===== config.mk =====
export PLATFORM = sky130hd
export DESIGN_NAME = mvw_ram
export DESIGN_NICKNAME = d
export VERILOG_FILES = /design/src/rtl/mvw_ram.sv
export SDC_FILE = /design/constraint.sdc
export NUM_CORES = 1
export LEC_CHECK = 0
export ABC_AREA = 1
export BUFFER_PORTS_ARGS = -buffer_cell sky130_fd_sc_hd__buf_2
export CAP_MARGIN = 10
export CORE_MARGIN = 4
export CORE_UTILIZATION = 35
export CTS_CLUSTER_DIAMETER = 40
export CTS_CLUSTER_SIZE = 40
export DETAILED_ROUTE_END_ITERATION = 12
export PLACE_DENSITY = 0.49
export SYNTH_ARGS = -nofsm -noshare
export SYNTH_HDL_FRONTEND = slang
export SYNTH_SLANG_ARGS = --single-unit

===== constraint.sdc =====
create_clock -name clock -period 1.45 [get_ports clock]
set_input_delay 0.0725 -clock clock [delete_from_list [all_inputs] [get_ports clock]]
set_output_delay 0.0725 -clock clock [all_outputs]
set_load 0.02 [all_outputs]

===== src/rtl/mvw_ram.sv =====
// Generic single-write, single-read synchronous RAM with registered read data.
// No dependencies.

module mvw_ram #(
   parameter int WIDTH = 8,
   parameter int DEPTH = 16
) (
   input  logic                     clock,
   input  logic                     wr_en,
   input  logic [$clog2(DEPTH)-1:0] wr_addr,
   input  logic [WIDTH-1:0]         wr_data,
   input  logic                     rd_en,
   input  logic [$clog2(DEPTH)-1:0] rd_addr,
   output logic [WIDTH-1:0]         rd_data
);

   logic [WIDTH-1:0] mem_ff [DEPTH];
   logic [WIDTH-1:0] rd_data_ff;

   always_ff @(posedge clock) begin
      if (wr_en) begin
         mem_ff[wr_addr] <= wr_data;
      end
      if (rd_en) begin
         rd_data_ff <= mem_ff[rd_addr];
      end
   end

   assign rd_data = rd_data_ff;

endmodule


Word-level counts from Yosys, hierarchy flattened. Memories as Yosys holds them, arrays and structs flattened. A register that Yosys moved wholly into a read port is not among the register bits. Index checks and enable logic that the tools add are counted.

Flip-flop bits (word level): 0. Bits in latches: 0. Memory bits (writable): 128. ROM bits: 0. Input port bits: 19. Output and inout port bits: 8. Word-level logic and storage cells: 3. Memories kept: 1.

Memories: mem_ff (words 16, width 8, rd ports 1, clocked after Yosys merged registers in 1, wr ports 1, RTL line 17) `logic [WIDTH-1:0] mem_ff [DEPTH];`.

Add/subtract/negate cells: 0. $mul: 0. Div/mod/pow operators: 0. $lt $le $gt $ge: 0. Eq/ne operators: 0. Shift operators: 0. Mux-type cells: 2. Bitwise logic cells: 0. Reductions and logical operators: 0.

Operator list (number): two-way mux 1 bit (2).

Longest topological paths before layout. Gate-level depths: netlist of the first run.

Word-level depth: 2. Mapped depth: 8. Gate-level depth less buffers: 7.

Worst setup path after synthesis of the first run. No wires, ideal clock.

Kind: input port to flip-flop. From: input port wr_addr[2]. To: memory mem_ff[10][0], enable pin. Setup time: 0.370 ns. Arrival: 0.653 ns. Required time: 1.080 ns. Path slack: 0.427 ns. Stages on the path: 2. Buffers on the path: 0. Path through: nand3b_1 nor2_1.

RTL lines: from (decl) (RTL line 10) `input logic [$clog2(DEPTH)-1:0] wr_addr,`; to (decl) (RTL line 17).

No word-level cell before the write port.

==> impl_metrics.csv, run 1 <==
group,metric,value,unit
setup_path,cp_max_fo,1,
timing,post-route-min-period,1140,ps
pwr,power-per-cell-area,1270,nW/um^2
yosys,synth_area,5850,um^2
floorplanning,io_pins,27,
setup_path,worstSetupEndpointType,"flop",
finish,post-route-util,0.421,
yosys,synth_most_common_cell,"nand2_1",
yosys,synthArstFlopShare,0,
yosys,seq_area_frac_synth,0.698,
clocking,holdBufCountCts,0,
grt,gr-usage-all-layers,0.163,
finish,area_growth,16.0,%
yosys,synth_cells,551,
timing,rsz0062_at_grt,"false",
clocking,cts_inserted_buffers,17,
grt,grt_pass1_vias,3734,
grt,antenna_found_initial,0,
drt,wl,14.3,mm
drt,vias,3842,
job,cap_violations,0,
yosys,synth_top_area_cell,"edfxtp_1",
finish,antenna_cells,0,
yosys,yosys-top-cells-area,"edfxtp_1 (70%), nand2_1 (11%), nand3_1 (8.3%)",
drt,first_pass_iters,5,
timing,slew_headroom,0.600,
clocking,cts-resized-gates,0,
yosys,synth_top_area_frac,0.698,
clocking,post_cts_buffers,0,
drt,drtAntennaViolNets,0,
finish,drive_gt1_frac,0.120,
finish,fin_nets,616,
floorplanning,core_region_area,16100,um^2
yosys,synth_common_cells,"nand2_1 (173), edfxtp_1 (136), inv_1 (100), nand3_1 (97), nor2_1 (17)",
grt,gr-total-overflow,0,
yosys,synth_flop_cell,"edfxtp_1",
hold_path,hp-class,"primary input to flop",
floorplanning,fp.dieArea,18800,um^2
setup_path,critPathArrivalTime,1300,ps
yosys,ys_ff_latch,136,
timing,slew_viol_final,0,
clocking,clkTransAtPathRegs,50,ps
timing,finalHoldViolCount,0,
drt,wl_per_cell,17.3,um
timing,finClkSkew,4.17,ps
pwr,ir_drop,0.000832,V
grt,grt_max_degree,65,
timing,setup_viol,0,
clocking,cts_sinks,136,
status,status,"finished, final reports clean",
floorplanning,start_util,0.363,
setup_path,startpoint_type,"flop",
yosys,avgSynthCellArea,10.6,um^2
clocking,cts-htree-levels,4,
floorplanning,die-height,137,um
floorplanning,die_w,137,um
placed_design,dp_hpwl,9.16,mm
yosys,synth_edf_count,136,
setup_path,required,1620,ps
pwr,p_leak,2.91,nW
floorplanning,rows,46,
clocking,clk_latency,420,ps
grt,grt_pass1_wl,22.0,mm
drt,drt_iter0_drc,306,
clocking,cts_tree,"yes",
pwr,p_total,0.00859,W
timing,setup_tns,0,ps
drt,drc,0,
timing,fin_crit_sh,0.785,
drt,vias_per_cell,4.66,
timing,tightest_slew,599,ps
clocking,cts-root-buf,"clkbuf_16",
finish,final_area,6780,um^2
setup_path,worstSetupPathType,"flop to flop",
placed_design,place_congestion,0.823,
placed_design,port_buffers,26,
finish,nFillCells,1578,
finish,multi_input_area,1210,um^2
yosys,synth_cell_types,11,
clocking,clockBufferDepth,2,
placed_design,postPlaceCellArea,6310,um^2
finish,regArea,4080,um^2
yosys,syn_nets,570,
yosys,synth-warning-count,0,
timing,max_freq,879,MHz
state kept, by name, summed over array words and instances (netlist names):
name,count
rd_data,8
mem_ff,128
metrics by stage:
step	cells	worst slack, ps	hold WS, ps
6_report	824	312	29.7
5_1_grt	824	212	18.9
4_1_cts	824	313	12.6
3_5_place_dp	794	155	449
3_3_place_gp	794	153	450
2_1_floorplan	551	427	171
layer usage:
metal	track usage	share of wire	vias up
met4	0.0565	0.015	0
met5	0	0	-
li1	-	-	1868
met3	0.0387	0.060	14
met1	0.221	0.45	1838
met2	0.257	0.47	122
power by group:
part	switching [W]	internal, W	leakage, nW
registers	0.0000278	0.00443	1.24
clock network	0.00143	0.00212	0.235
logic	0.000408	0.000167	1.44
placed cells by master, fill, tap and decap left out:
cell type	netlist	routed
clkinv_1	0	5
inv_2	2	2
buf_2	13	26
nand2_1	173	173
clkbuf_16	0	17
clkinv_2	0	3
edfxtp_1	136	136
inv_1	100	100
buf_12	0	3
buf_4	4	22
nand3b_1	2	2
clkbuf_1	0	5
nor2_1	17	17
nand3_1	97	97
final cells by class:
type	count	share of cell area
Clock buffer	22	0.0655
Clock inverter	8	0.00498
Inverter	102	0.0564
Multi-Input combinational cell	289	0.179
Sequential cell	136	0.602
Tap cell	216	0.0398
Timing Repair Buffer	51	0.0524
critical path: stages, from the launching register on:
cell      delay, ps
edfxtp_1        350
inv_1            60
nand2_1          40
nand3_1         150
nand3_1         110
nand3_1         120
nand2_1          60
final timing paths:
kind | cells after the start | from | slack [ps] | end
setup / recovery | 6 | mem_ff[3][2] | 310 | rd_data[2]
hold / removal | 1 | rd_en | 30 | rd_data[7]
setup reg to reg | 6 | mem_ff[3][2] | 310 | rd_data[2]
hold reg to reg | 6 | mem_ff[14][4] | 760 | rd_data[4]
kinds of logic after synthesis:
family / count (synthesis) / share of synthesized area
flops: 136 / 0.698
simple gates: 289 / 0.208
buf+inv: 126 / 0.0939
Power figures use the tool's default switching activity.
==> run 2: changes to the inputs <==
clock period = 1.16 ns   (was 1.45 ns; I/O delays follow)
==> run 2 against run 1 <==
Clock-buffer cell count is the same. Clock power grew 25%. First-iteration DRC count grew 28%. Cell area grew 2.5%. Combinational power grew 37%. Largest cell class unchanged. Wire length grew 0.67%.
==> impl_metrics.csv, run 2 (synthesis results as in run 1) <==
group,metric,value,unit
floorplanning,die_w,137,um
placed_design,postPlaceCellArea,6400,um^2
drt,met1_length,6.69,mm
drt,met2WireLength,6.75,mm
setup_path,path_buf_inv,1,
clocking,cts_tree,"yes",
hold_path,hp-class,"primary input to flop",
setup_path,crit_cells,6,
finish,final_cell_mix,"nand2_1 (172), edfxtp_1 (136), inv_1 (100)",
setup_path,cp_common_cell,"nand3_2",
clocking,clockBufferDepth,2,
grt,gr-total-overflow,0,
finish,final_area,6950,um^2
setup_path,cp_max_fo,1,
clocking,cts_inserted_buffers,17,
clocking,cts-htree-levels,4,
grt,gr-usage-all-layers,0.164,
timing,post-route-min-period,1100,ps
setup_path,cp_slowest_cell,"edfxtp_1",
setup_path,worstSetupEndpointType,"flop",
setup_path,worstSetupPathType,"flop to flop",
setup_path,critPathArrivalTime,1260,ps
setup_path,cp-startpoint,"mem_ff[1][5]",
floorplanning,rows,46,
timing,rsz0062_at_grt,"false",
drt,first_pass_iters,5,
hold_path,hp-start,"wr_data[6]",
pwr,p_leak,2.98,nW
floorplanning,io_pins,27,
placed_design,dp_hpwl,9.15,mm
finish,nFillCells,1576,
drt,drt_iter0_drc,391,
timing,whs,85.0,ps
hold_path,hold_depth,1,
floorplanning,start_util,0.363,
finish,area_growth,18.9,%
finish,top_register,"mem_ff",
floorplanning,die-height,137,um
setup_path,required,1330,ps
setup_path,worst-r2r-cell-count,6,
finish,antenna_cells,0,
grt,antenna_found_initial,0,
clocking,clkTransAtPathRegs,60,ps
pwr,p_total,0.0108,W
placed_design,port_buffers,26,
timing,setup_viol,0,
grt,grt_pass1_wl,22.1,mm
finish,largest_reg_flops,128,
finish,mostFrequentLayoutCell,"nand2_1",
timing,tightest_slew,387,ps
drt,drc,0,
drt,vias,3861,
timing,slew_viol_final,0,
floorplanning,fp.dieArea,18800,um^2
floorplanning,core_region_area,16100,um^2
drt,wl_met3,661,um
finish,post-route-util,0.431,
drt,drtAntennaViolNets,0,
clocking,clk_latency,410,ps
finish,drive_gt1_frac,0.149,
setup_path,reg2reg_from,"mem_ff[1][5]",
pwr,ir_drop,0.00105,V
clocking,cts_sinks,136,
drt,wl,14.3,mm
timing,finalHoldViolCount,0,
setup_path,crit_family,"simple AND/OR/NAND/NOR gates",
clocking,cts-root-buf,"clkbuf_16",
grt,grt_max_degree,53,
drt,wl_per_cell,17.2,um
setup_path,startpoint_type,"flop",
timing,max_freq,912,MHz
job,cap_violations,0,
pwr,power-per-cell-area,1560,nW/um^2
status,status,"finished, final reports clean",
setup_path,max_stage_delay,360,ps
timing,slew_headroom,0.742,
drt,vias_per_cell,4.64,
grt,grt_pass1_vias,3874,
timing,finClkSkew,6.25,ps
placed_design,place_congestion,0.809,
finish,fin_nets,624,
setup_path,crit_chain,"inv_1 > nand2_1 > nand3_2 > nand3_2 > nand3_2 > nand2_2",
drt,top_layer,"met4",
timing,fin_crit_sh,0.945,
run 2: repair_timing:
item	CTS	global route
hold buffers	1	0
resized for setup	1	13
pin swaps	0	1
buffers inserted	0	0
setup endpoints to repair	1	5
hold endpoints to repair	1	0
run 2: where the power goes:
part	total, W	switching, W	internal (W)
Combinational	0.000787	0.000537	0.000250
Sequential	0.00557	0.0000329	0.00554
Clock	0.00445	0.00181	0.00265
Total	0.0108	0.00238	0.00844
run 2: cell type report:
type                            count  area (um^2)  share of cell area
Clock buffer                       22          444              0.0639
Clock inverter                      9         35.0             0.00504
Inverter                          102          383              0.0551
Multi-Input combinational cell    289         1280               0.184
Sequential cell                   136         4080               0.587
Tap cell                          216          270              0.0389
Timing Repair Buffer               59          455              0.0655
run 2: per-layer routing:
| metal | GRT usage | up-vias |
|---|---|---|
| li1 | - | 1893 |
| met1 | 0.224 | 1851 |
| met2 | 0.256 | 99 |
| met3 | 0.0358 | 18 |
| met4 | 0.0632 | 0 |
| met5 | 0 | - |
run 2: path summary, 6_finish.rpt:
kind	slack, ps	end
max	60	rd_data[5]
max reg2reg	60	rd_data[5]
min	80	mem_ff[3][6]
min reg2reg	750	rd_data[0]
run 2: through the flow:
| step | std cells | TNS [ps] | setup slack, ps |
|---|---|---|---|
| floorplan | 551 | 0 | 151 |
| global placement | 801 | -935 | -175 |
| detailed placement | 801 | -978 | -183 |
| CTS | 833 | 0 | 13.3 |
| global route | 833 | 0 | 1.92 |
| finish | 833 | 0 | 63.9 |
